===== config.mk =====
export PLATFORM = sky130hd
export DESIGN_NAME = tensor_element_to_fp32_decoder_core_flat
export DESIGN_NICKNAME = d
export VERILOG_FILES = /design/src/sv/te2f_pkg.sv /design/src/sv/te2f_ifs.sv /design/src/sv/te2f_round.sv /design/src/sv/tensor_element_to_fp32_decoder_core.sv /design/src/flat_wrapper.sv
export VERILOG_INCLUDE_DIRS = /design/src /design/src/sv
export SDC_FILE = /design/constraint.sdc
export NUM_CORES = 2
export LEC_CHECK = 0
export BUFFER_PORTS_ARGS = -buffer_cell sky130_fd_sc_hd__buf_2
export CAP_MARGIN = 20
export CORE_UTILIZATION = 35
export CTS_BUF_LIST = sky130_fd_sc_hd__clkbuf_16
export DETAILED_ROUTE_END_ITERATION = 10
export PLACE_DENSITY_LB_ADDON = 0.2
export SYNTH_ARGS = -nofsm -noshare
export SYNTH_HDL_FRONTEND = slang
export SYNTH_SLANG_ARGS = --single-unit
export TNS_END_PERCENT = 5

===== constraint.sdc =====
create_clock -name clk -period 8.83 [get_ports clk]
set_input_delay 1.766 -clock clk [delete_from_list [all_inputs] [get_ports clk]]
set_output_delay 1.766 -clock clk [all_outputs]
set_load 0.01 [all_outputs]

===== src/sv/tensor_element_to_fp32_decoder_core_macros.svh =====
// assertion macros used by the decoder top level
`ifndef TENSOR_ELEMENT_TO_FP32_DECODER_CORE_MACROS_SVH
`define TENSOR_ELEMENT_TO_FP32_DECODER_CORE_MACROS_SVH

// same-cycle implication, disabled during reset
`define TE2F_ASSERT_NOW(label, clk, rst_n, ante, cons) \
    label: assert property (@(posedge clk) disable iff (!rst_n) (ante) |-> (cons)) \
        else $error("te2f check failed");

// next-cycle implication, disabled during reset
`define TE2F_ASSERT_NEXT(label, clk, rst_n, ante, cons) \
    label: assert property (@(posedge clk) disable iff (!rst_n) (ante) |=> (cons)) \
        else $error("te2f check failed");

`endif


===== src/sv/te2f_pkg.sv =====
// types, constants and helpers of the tensor element decoder
package te2f_pkg;

    localparam int QUANT_BLOCK_ELEMENTS = 32;
    localparam logic [31:0] CANON_NAN = 32'h7FC0_0000;

    typedef enum logic [2:0] {
        FMT_FP32  = 3'd0,
        FMT_FP16  = 3'd1,
        FMT_BF16  = 3'd2,
        FMT_INT8  = 3'd3,
        FMT_INT16 = 3'd4,
        FMT_INT32 = 3'd5,
        FMT_Q8_0  = 3'd6,
        FMT_Q4_0  = 3'd7
    } fmt_t;

    typedef enum logic [0:0] {
        REG_FORMAT = 1'b0,
        REG_COUNT  = 1'b1
    } reg_idx_t;

    typedef enum logic [1:0] {
        JOB_PASS = 2'd0,
        JOB_HALF = 2'd1,
        JOB_INT  = 2'd2,
        JOB_QMUL = 2'd3
    } job_kind_t;

    // one element waiting for conversion
    typedef struct packed {
        job_kind_t        kind;
        logic [31:0]      word;
        logic signed [7:0] q;
        logic             last;
    } job_t;

    // value = mag * 2^exp unless special
    typedef struct packed {
        logic              special;
        logic [31:0]       sp_bits;
        logic              sign;
        logic [31:0]       mag;
        logic signed [9:0] exp;
        logic              last;
    } prep_t;

    function automatic logic [5:0] group_length(input fmt_t fmt, input int blk);
        case (fmt)
            FMT_FP32:  group_length = 6'd4;
            FMT_FP16:  group_length = 6'd2;
            FMT_BF16:  group_length = 6'd2;
            FMT_INT8:  group_length = 6'd1;
            FMT_INT16: group_length = 6'd2;
            FMT_INT32: group_length = 6'd4;
            FMT_Q8_0:  group_length = 6'(4 + blk);
            default:   group_length = 6'(4 + blk / 2);
        endcase
    endfunction

endpackage


===== src/sv/te2f_ifs.sv =====
// valid/ready channel interfaces of the decoder
interface te2f_in_if;
    logic       valid;
    logic       ready;
    logic [7:0] data_byte;
    logic       start_of_tensor;
    modport source (output valid, data_byte, start_of_tensor, input ready);
    modport sink (input valid, data_byte, start_of_tensor, output ready);
endinterface

interface te2f_out_if;
    logic        valid;
    logic        ready;
    logic [31:0] value_bits;
    logic        last_element;
    modport source (output valid, value_bits, last_element, input ready);
    modport sink (input valid, value_bits, last_element, output ready);
endinterface


===== src/sv/te2f_round.sv =====
// normalize and round mag * 2^exp to binary32
module te2f_round (
    input  te2f_pkg::prep_t prep,
    output logic [31:0]     bits
);

    logic [31:0]        norm;
    logic [4:0]         lz;
    logic signed [10:0] be;
    logic signed [10:0] sub_amt;
    logic               inc;
    logic [30:0]        body;
    logic [31:0]        sub_k;

    always_comb
    begin
        norm = prep.mag;
        lz   = 5'd0;
        if (norm[31:16] == 16'd0)
        begin
            norm  = norm << 16;
            lz[4] = 1'b1;
        end
        if (norm[31:24] == 8'd0)
        begin
            norm  = norm << 8;
            lz[3] = 1'b1;
        end
        if (norm[31:28] == 4'd0)
        begin
            norm  = norm << 4;
            lz[2] = 1'b1;
        end
        if (norm[31:30] == 2'd0)
        begin
            norm  = norm << 2;
            lz[1] = 1'b1;
        end
        if (norm[31] == 1'b0)
        begin
            norm  = norm << 1;
            lz[0] = 1'b1;
        end
    end

    assign be      = 11'(prep.exp) + 11'sd158 - $signed({6'd0, lz});
    assign inc     = norm[7] & ((|norm[6:0]) | norm[8]);
    assign body    = {be[7:0], norm[30:8]} + 31'(inc);
    // below the normal range the product is an exact multiple of 2^-149
    assign sub_amt = 11'(prep.exp) + 11'sd149;
    assign sub_k   = prep.mag << sub_amt[4:0];

    always_comb
    begin
        if (prep.special)
            bits = prep.sp_bits;
        else if (prep.mag == 32'd0)
            bits = {prep.sign, 31'd0};
        else if (be >= 11'sd255)
            bits = {prep.sign, 8'hFF, 23'd0};
        else if (be >= 11'sd1)
            bits = {prep.sign, body};
        else
            bits = {prep.sign, 8'd0, sub_k[22:0]};
    end

endmodule


===== src/sv/tensor_element_to_fp32_decoder_core.sv =====
// top level: byte framing, element pipeline, result register, register port
//
//  channel   dir  payload                          transaction
//  in_ch     in   data_byte, start_of_tensor       one tensor byte
//  out_ch    out  value_bits, last_element         one binary32 element
//  apb       in   format (0x0), element count (0x4) register write/read
//
// one byte per cycle unless an output stall holds the pipeline or a second q4_0 element
// is pending: a q4_0 data byte that emits two elements blocks input until the single
// result lane after the byte framer takes its second; path: job, multiply, normalize/round
// every stage holds under output stall and refills as soon as it drains
// reset clears framing state, counters and valid bits; registers to defaults
`include "tensor_element_to_fp32_decoder_core_macros.svh"

module tensor_element_to_fp32_decoder_core #(
    parameter int QUANT_BLOCK_ELEMENTS = te2f_pkg::QUANT_BLOCK_ELEMENTS
) (
    input  logic        clk,
    input  logic        rst_n,
    te2f_in_if.sink     in_ch,
    te2f_out_if.source  out_ch,
    input  logic        psel,
    input  logic        penable,
    input  logic        pwrite,
    input  logic [2:0]  paddr,
    input  logic [31:0] pwdata,
    output logic [31:0] prdata,
    output logic        pready
);

    te2f_pkg::fmt_t    fmt_reg;
    logic [31:0]       count_reg;
    logic [23:0]       partial_reg, partial_next;
    logic [5:0]        pos_reg, pos_next;
    logic [31:0]       scale_reg, scale_next;
    logic [31:0]       emitted_reg, emitted_next;

    te2f_pkg::job_t    pend_reg, s1_reg, job0, job1, job0_l, job1_l;
    logic              pend_v_reg, s1_v_reg;
    te2f_pkg::prep_t   s2_reg, prep;
    logic              s2_v_reg;
    logic [31:0]       out_bits_reg, rbits;
    logic              out_last_reg, out_v_reg;

    logic              e_out, e2, e1, accept, emit0, emit1;
    logic              has0, has1;
    logic [5:0]        glen, pos_raw, pos, pos_inc;
    logic [2:0]        wlen;
    logic [31:0]       cnt, cnt1, word;
    logic              cfg_wr;

    // register port
    assign pready = 1'b1;
    assign cfg_wr = psel & penable & pwrite;
    assign prdata = (paddr[2] == te2f_pkg::REG_COUNT) ? count_reg : {29'd0, fmt_reg};

    always_ff @(posedge clk or negedge rst_n)
    begin
        if (!rst_n)
        begin
            fmt_reg   <= te2f_pkg::FMT_FP32;
            count_reg <= 32'd1;
        end
        else if (cfg_wr)
        begin
            if (paddr[2] == te2f_pkg::REG_FORMAT)
                fmt_reg <= te2f_pkg::fmt_t'(pwdata[2:0]);
            else
                count_reg <= pwdata;
        end
    end

    // stage enables
    assign e_out       = !out_v_reg || out_ch.ready;
    assign e2          = !s2_v_reg || e_out;
    assign e1          = !s1_v_reg || e2;
    assign in_ch.ready = e1 && !pend_v_reg;
    assign accept      = in_ch.valid && in_ch.ready;

    // byte framing
    assign glen    = te2f_pkg::group_length(fmt_reg, QUANT_BLOCK_ELEMENTS);
    assign pos_raw = in_ch.start_of_tensor ? 6'd0 : pos_reg;
    assign pos     = (pos_raw >= glen) ? 6'd0 : pos_raw;
    assign pos_inc = pos + 6'd1;
    assign cnt     = in_ch.start_of_tensor ? 32'd0 : emitted_reg;
    assign wlen    = (fmt_reg == te2f_pkg::FMT_Q8_0 || fmt_reg == te2f_pkg::FMT_Q4_0)
                     ? 3'd4 : glen[2:0];

    always_comb
    begin
        case (pos[1:0])
            2'd0:    word = {24'd0, in_ch.data_byte};
            2'd1:    word = {16'd0, in_ch.data_byte, partial_reg[7:0]};
            2'd2:    word = {8'd0, in_ch.data_byte, partial_reg[15:0]};
            default: word = {in_ch.data_byte, partial_reg};
        endcase
    end

    always_comb
    begin
        partial_next = partial_reg;
        scale_next   = scale_reg;
        has0         = 1'b0;
        has1         = 1'b0;
        job0         = '0;
        job1         = '0;
        job0.word    = word;
        job1.word    = scale_reg;
        job1.kind    = te2f_pkg::JOB_QMUL;
        if ((fmt_reg == te2f_pkg::FMT_Q8_0 || fmt_reg == te2f_pkg::FMT_Q4_0)
            && pos >= 6'd4)
        begin
            has0      = 1'b1;
            job0.kind = te2f_pkg::JOB_QMUL;
            job0.word = scale_reg;
            if (fmt_reg == te2f_pkg::FMT_Q8_0)
                job0.q = $signed(in_ch.data_byte);
            else
            begin
                has1   = 1'b1;
                job0.q = $signed(8'(in_ch.data_byte[7:4]) - 8'd8);
                job1.q = $signed(8'(in_ch.data_byte[3:0]) - 8'd8);
            end
        end
        else if (pos_inc < {3'd0, wlen})
            partial_next = word[23:0];
        else
        begin
            has0 = 1'b1;
            case (fmt_reg)
                te2f_pkg::FMT_FP32:  job0.kind = te2f_pkg::JOB_PASS;
                te2f_pkg::FMT_FP16:  job0.kind = te2f_pkg::JOB_HALF;
                te2f_pkg::FMT_BF16:
                begin
                    job0.kind = te2f_pkg::JOB_PASS;
                    job0.word = {word[15:0], 16'd0};
                end
                te2f_pkg::FMT_INT8:
                begin
                    job0.kind = te2f_pkg::JOB_INT;
                    job0.word = {{24{word[7]}}, word[7:0]};
                end
                te2f_pkg::FMT_INT16:
                begin
                    job0.kind = te2f_pkg::JOB_INT;
                    job0.word = {{16{word[15]}}, word[15:0]};
                end
                te2f_pkg::FMT_INT32: job0.kind = te2f_pkg::JOB_INT;
                default:
                begin
                    has0       = 1'b0;
                    scale_next = word;
                end
            endcase
        end
    end

    assign emit0        = has0 && (cnt < count_reg);
    assign cnt1         = cnt + 32'(emit0);
    assign emit1        = has1 && (cnt1 < count_reg);
    assign emitted_next = cnt1 + 32'(emit1);
    assign pos_next     = (pos_inc >= glen) ? 6'd0 : pos_inc;

    // last flags follow the count at the time the byte is taken
    always_comb
    begin
        job0_l      = job0;
        job0_l.last = (cnt + 32'd1) == count_reg;
        job1_l      = job1;
        job1_l.last = (cnt1 + 32'd1) == count_reg;
    end

    always_ff @(posedge clk or negedge rst_n)
    begin
        if (!rst_n)
        begin
            partial_reg <= '0;
            pos_reg     <= '0;
            scale_reg   <= '0;
            emitted_reg <= '0;
        end
        else if (accept)
        begin
            partial_reg <= partial_next;
            pos_reg     <= pos_next;
            scale_reg   <= scale_next;
            emitted_reg <= emitted_next;
        end
    end

    // pending second q4_0 element and job stage
    always_ff @(posedge clk or negedge rst_n)
    begin
        if (!rst_n)
        begin
            pend_v_reg <= 1'b0;
            s1_v_reg   <= 1'b0;
        end
        else if (e1)
        begin
            pend_v_reg <= accept && emit1;
            s1_v_reg   <= pend_v_reg || (accept && emit0);
        end
    end

    always_ff @(posedge clk)
    begin
        if (e1)
        begin
            if (pend_v_reg)
                s1_reg <= pend_reg;
            else
                s1_reg <= job0_l;
            pend_reg <= job1_l;
        end
    end

    // unpack and multiply
    logic [7:0]  q_abs;
    logic [23:0] sig;
    logic [7:0]  se;
    logic [4:0]  hex;

    assign q_abs = s1_reg.q[7] ? 8'(-s1_reg.q) : 8'(s1_reg.q);
    assign se    = s1_reg.word[30:23];
    assign sig   = {se != 8'd0, s1_reg.word[22:0]};
    assign hex   = s1_reg.word[14:10];

    always_comb
    begin
        prep         = '0;
        prep.last    = s1_reg.last;
        case (s1_reg.kind)
            te2f_pkg::JOB_PASS:
            begin
                prep.special = 1'b1;
                prep.sp_bits = s1_reg.word;
            end
            te2f_pkg::JOB_HALF:
            begin
                prep.sign = s1_reg.word[15];
                if (hex == 5'h1F)
                begin
                    prep.special = 1'b1;
                    prep.sp_bits = (s1_reg.word[9:0] != 10'd0) ? te2f_pkg::CANON_NAN
                                   : {s1_reg.word[15], 8'hFF, 23'd0};
                end
                else if (hex == 5'd0)
                begin
                    prep.mag = {22'd0, s1_reg.word[9:0]};
                    prep.exp = -10'sd24;
                end
                else
                begin
                    prep.mag = {21'd0, 1'b1, s1_reg.word[9:0]};
                    prep.exp = $signed({5'd0, hex}) - 10'sd25;
                end
            end
            te2f_pkg::JOB_INT:
            begin
                prep.sign = s1_reg.word[31];
                prep.mag  = s1_reg.word[31] ? (~s1_reg.word + 32'd1) : s1_reg.word;
            end
            default:
            begin
                prep.sign = s1_reg.word[31] ^ s1_reg.q[7];
                if (se == 8'hFF)
                begin
                    prep.special = 1'b1;
                    prep.sp_bits = (s1_reg.word[22:0] != 23'd0 || s1_reg.q == 8'sd0)
                                   ? te2f_pkg::CANON_NAN : {prep.sign, 8'hFF, 23'd0};
                end
                else
                begin
                    prep.mag = 32'(sig * q_abs);
                    prep.exp = $signed({2'd0, (se == 8'd0) ? 8'd1 : se}) - 10'sd150;
                end
            end
        endcase
    end

    always_ff @(posedge clk or negedge rst_n)
    begin
        if (!rst_n)
            s2_v_reg <= 1'b0;
        else if (e2)
            s2_v_reg <= s1_v_reg;
    end

    always_ff @(posedge clk)
    begin
        if (e2)
            s2_reg <= prep;
    end

    te2f_round u_round (
        .prep (s2_reg),
        .bits (rbits)
    );

    always_ff @(posedge clk or negedge rst_n)
    begin
        if (!rst_n)
            out_v_reg <= 1'b0;
        else if (e_out)
            out_v_reg <= s2_v_reg;
    end

    always_ff @(posedge clk)
    begin
        if (e_out)
        begin
            out_bits_reg <= rbits;
            out_last_reg <= s2_reg.last;
        end
    end

    assign out_ch.valid        = out_v_reg;
    assign out_ch.value_bits   = out_bits_reg;
    assign out_ch.last_element = out_last_reg;

    `TE2F_ASSERT_NEXT(a_pend_after_pair, clk, rst_n, accept && emit1, pend_v_reg)
    `TE2F_ASSERT_NEXT(a_s1_hold, clk, rst_n, s1_v_reg && !e2, s1_v_reg && $stable(s1_reg))
    `TE2F_ASSERT_NOW(a_no_accept_pend, clk, rst_n, pend_v_reg, !accept)
    `TE2F_ASSERT_NOW(a_zero_mag, clk, rst_n,
        s2_v_reg && !s2_reg.special && s2_reg.mag == 32'd0, rbits[30:0] == 31'd0)

endmodule

===== src/flat_wrapper.sv =====
// flat-port wrapper written by rule: the top's interface ports become plain ports
module tensor_element_to_fp32_decoder_core_flat 
#(
    parameter int QUANT_BLOCK_ELEMENTS = te2f_pkg::QUANT_BLOCK_ELEMENTS
)
  (clk, rst_n, psel, penable, pwrite, paddr, pwdata, prdata, pready, in_ch_valid, in_ch_data_byte, in_ch_start_of_tensor, in_ch_ready, out_ch_valid, out_ch_value_bits, out_ch_last_element, out_ch_ready);
  te2f_in_if in_ch_i ();
  te2f_out_if out_ch_i ();
  input  logic clk;
  input  logic rst_n;
  input  logic psel;
  input  logic penable;
  input  logic pwrite;
  input  logic [2:0] paddr;
  input  logic [31:0] pwdata;
  output logic [31:0] prdata;
  output logic pready;
  input wire logic [$bits(in_ch_i.valid)-1:0] in_ch_valid;
  input wire logic [$bits(in_ch_i.data_byte)-1:0] in_ch_data_byte;
  input wire logic [$bits(in_ch_i.start_of_tensor)-1:0] in_ch_start_of_tensor;
  output wire logic [$bits(in_ch_i.ready)-1:0] in_ch_ready;
  output wire logic [$bits(out_ch_i.valid)-1:0] out_ch_valid;
  output wire logic [$bits(out_ch_i.value_bits)-1:0] out_ch_value_bits;
  output wire logic [$bits(out_ch_i.last_element)-1:0] out_ch_last_element;
  input wire logic [$bits(out_ch_i.ready)-1:0] out_ch_ready;
  assign in_ch_i.valid = in_ch_valid;
  assign in_ch_i.data_byte = in_ch_data_byte;
  assign in_ch_i.start_of_tensor = in_ch_start_of_tensor;
  assign in_ch_ready = in_ch_i.ready;
  assign out_ch_valid = out_ch_i.valid;
  assign out_ch_value_bits = out_ch_i.value_bits;
  assign out_ch_last_element = out_ch_i.last_element;
  assign out_ch_i.ready = out_ch_ready;
  tensor_element_to_fp32_decoder_core #(.QUANT_BLOCK_ELEMENTS(QUANT_BLOCK_ELEMENTS)) u_core (.clk(clk), .rst_n(rst_n), .in_ch(in_ch_i), .out_ch(out_ch_i), .psel(psel), .penable(penable), .pwrite(pwrite), .paddr(paddr), .pwdata(pwdata), .prdata(prdata), .pready(pready));
endmodule

==> flow_metrics.tcl <==
set metrics [dict create \
    worst_slew_pin_slew_ns 1.07 \
    clock.fmax_ghz 0.109 \
    yosys-top-cells-area "edfxtp_1 19%, dfrtp_1 11%, fa_1 8.9%" \
    antenna_found_initial 0 \
    worstPathArrival_ns 9.68 \
    rsz0062_at_grt "yes" \
    clk_pin_slew_ns 0.06 \
    antenna_left 0 \
    max_slew_margin_pct 28.2 \
    cp-start-kind "input pin" \
    synth_cells 3411 \
    yosysUniqueCellTypes 100 \
    crit_type "in2reg" \
    intPower_w 0.00505 \
    wl_per_cell_um 20.9 \
    start_util_pct 35.6 \
    core_area_um2 84100 \
    finalCriticalPeriod_ns 9.21 \
    status "finished, violations left" \
    cts_tree "built" \
    power_frac_clock_pct 16.7 \
    post-route-period-util_pct 104 \
    p_leak_nw 15.0 \
    worst_hold_path_type "reg2reg" \
    use_met3_pct 2.23 \
    syn_nets 3753 \
    min_path_cells 0 \
    p_seq_share_pct 26.4 \
    overflow 0 \
    cp_common_cell "ha_4" \
    drc 0 \
    p_switching_w 0.00490 \
    num_rows 106 \
    reg2regPathDepth 47 \
    vdd_ir_drop_max_mv 0.309 \
    pre_cts_slack_ns -1.55 \
    drt_iter0_drc 1860 \
    syn_to_final_growth_pct 16.0 \
    setup_slack_ns -0.377 \
    switching_share_pct 49.2 \
    synth_commonest_cells "409 x nand2_1, 267 x o21ai_0, 246 x inv_1" \
    synth_top_area_share_pct 19.0 \
    p_comb_share_pct 56.9 \
    synth_top_area_cell "edfxtp_1" \
    setup.worst_path.end_class "register" \
    htreeDepth 2 \
    dp_hpwl_um 77400 \
    hold_buffers 0 \
    synth_enable_flop_cells 189 \
    setup_tns_ns -4.06 \
    viasPerCell 5.46 \
    dr.pass1.iters 5 \
    maxSlewViolCount 0 \
    cts_buffer_depth 3 \
    skew_ns 0.0364 \
    num_vias 26100 \
    largest_reg_flops 76 \
    root_buffer "clkbuf_16" \
    cpMaxStageDelayCell "or4_4" \
    setup_viol 19 \
    synth_flop_cell "edfxtp_1" \
    ios 119 \
    crit_path_max_incr_delay_ns 0.54 \
    grt_pass1_vias 25700 \
    synth-seq-cells 322 \
    die-area_um2 86700 \
    grt_use_met1_pct 29.4 \
    drt_wl_total_um 100000 \
    die_w_um 294 \
    cap_violations 0 \
    busiest_layer "met2" \
    violations "negative setup slack" \
    routabilityCongestion 0.953 \
    hold_viol 0 \
    synth.avg_cell_area_um2 8.77 \
    yosysWarnings 0 \
    clock-sinks 322 \
    synthesis.area_um2 29900 \
    grt_max_degree 81 \
    antennaDiodeCount 0 \
    seq_area_frac_synth_pct 30.1 \
    synth.most_common_cell "nand2_1" \
    fin_nets 3961 \
    powerDensity_nw_per_um2 287 \
    async_flop_share_pct 41.3 \
    port_buffers 115 \
    grtUsageTotal_pct 23.1 \
    drive_above_1_share_pct 16.3 \
    met2_usage_pct 40.1 \
    die_h_um 294 \
    cts-buffers-inserted 41 \
    clock_latency_ns 0.61 \
    grt_pass1_wl_um 155000 \
    crit_required_ns 9.30 \
    critPathMaxFanout 3 \
]
## layer usage
layer,vias up,wire [um]
met1,12700,42700
li1,12400,-
met4,0,3960
met3,179,4380
met2,792,49000
met5,-,0
## cell usage in the layout, fill, tap and decap left out, types with 23 or more instances in the layout
cell	synthesis	final
a21oi_1	152	150
buf_2	5	113
o22ai_1	36	36
fa_1	133	133
nor3_1	67	63
buf_4	3	245
nand2_1	409	406
mux2i_1	40	40
xor2_1	86	82
or3_1	24	23
a21o_1	41	41
o31ai_1	30	30
nand3_1	79	78
clkbuf_16	0	41
nand2b_1	36	36
and2_1	83	82
ha_1	158	149
inv_1	246	245
xnor2_1	167	161
edfxtp_1	189	189
nor2_1	207	201
a22oi_1	31	31
mux2_2	44	44
dfrtp_1	132	131
nand4_1	58	58
nor2b_1	114	112
nor4_1	33	28
o21ai_0	267	260
## path summary, 6_finish.rpt
path                                        from                    endpoint  slack (ns)
max                        in_ch_start_of_tensor      u_core.emitted_reg[30]       -0.38
min                             u_core.s2_reg[0]  u_core.out_ch.last_element        0.43
max reg2reg                    u_core.fmt_reg[2]      u_core.emitted_reg[30]        0.11
min reg2reg                     u_core.s2_reg[0]  u_core.out_ch.last_element        0.43
max in group asynchronous                  rst_n        u_core.scale_reg[11]        6.31
min in group asynchronous                  rst_n        u_core.count_reg[16]        1.23
## cells by family (layout without fill, tap and decap cells)
kind of cell	after synthesis	after routing	synth area share [%]
DFF	322	322	30.1
other	1	1	0.0125
muxes	99	99	4.00
adders and majority gates	291	291	15.5
AOI/OAI and AO/OA	767	767	16.4
xor gates and xnor gates	253	253	7.40
and+or+nand+nor	1229	1229	20.7
buffers and inverters	449	689	5.89
## metrics by stage
stage               instances  hold WS, ns  utilization [%]  cell area [um2]  total power, W
finish                   4785        0.425             41.3            34700         0.00995
global route             4785        0.433             41.3            34700          0.0106
CTS                      4784        0.426             41.2            34600         0.00994
detailed placement       4703        0.419             39.5            33200         0.00820
global placement         4702        0.404             39.4            33200         0.00819
floorplan                3411        0.400                -            30200         0.00657
## area by class of cell
| class | instances | area (um2) |
|---|---|---|
| fill | 8517 | 49400 |
| multi-input combinational | 2640 | 19600 |
| sequential | 322 | 9010 |
| timing repair buffer | 362 | 2470 |
| tap | 1134 | 1420 |
| clock buffer | 41 | 1030 |
| inverter | 252 | 957 |
| clock inverter | 34 | 285 |
## worst max-delay path: cells and delay by family
| kind | cells | cell delay, ns |
|---|---|---|
| compound gates | 13 | 2.22 |
| simple gates | 21 | 3.54 |
| buf+inv | 4 | 0.24 |
| fa+ha+maj | 8 | 1.60 |
| xor+xnor | 2 | 0.29 |
## timing repair
action                     in CTS  in global routing
pin swaps                      35                  4
gates resized for setup        26                 14
cloned                          0                  0
setup endpoints to repair      27                 31
buffers inserted                6                  1
## power groups by stage
stage | registers (W) | clock network [W] | logic [W]
2_1_floorplan | 0.00230 | 0 | 0.00427
3_3_place_gp | 0.00263 | 0 | 0.00556
3_5_place_dp | 0.00264 | 0 | 0.00556
4_1_cts | 0.00262 | 0.00171 | 0.00561
5_1_grt | 0.00266 | 0.00176 | 0.00618
6_report | 0.00262 | 0.00166 | 0.00566
Power figures use the tool's default switching activity.
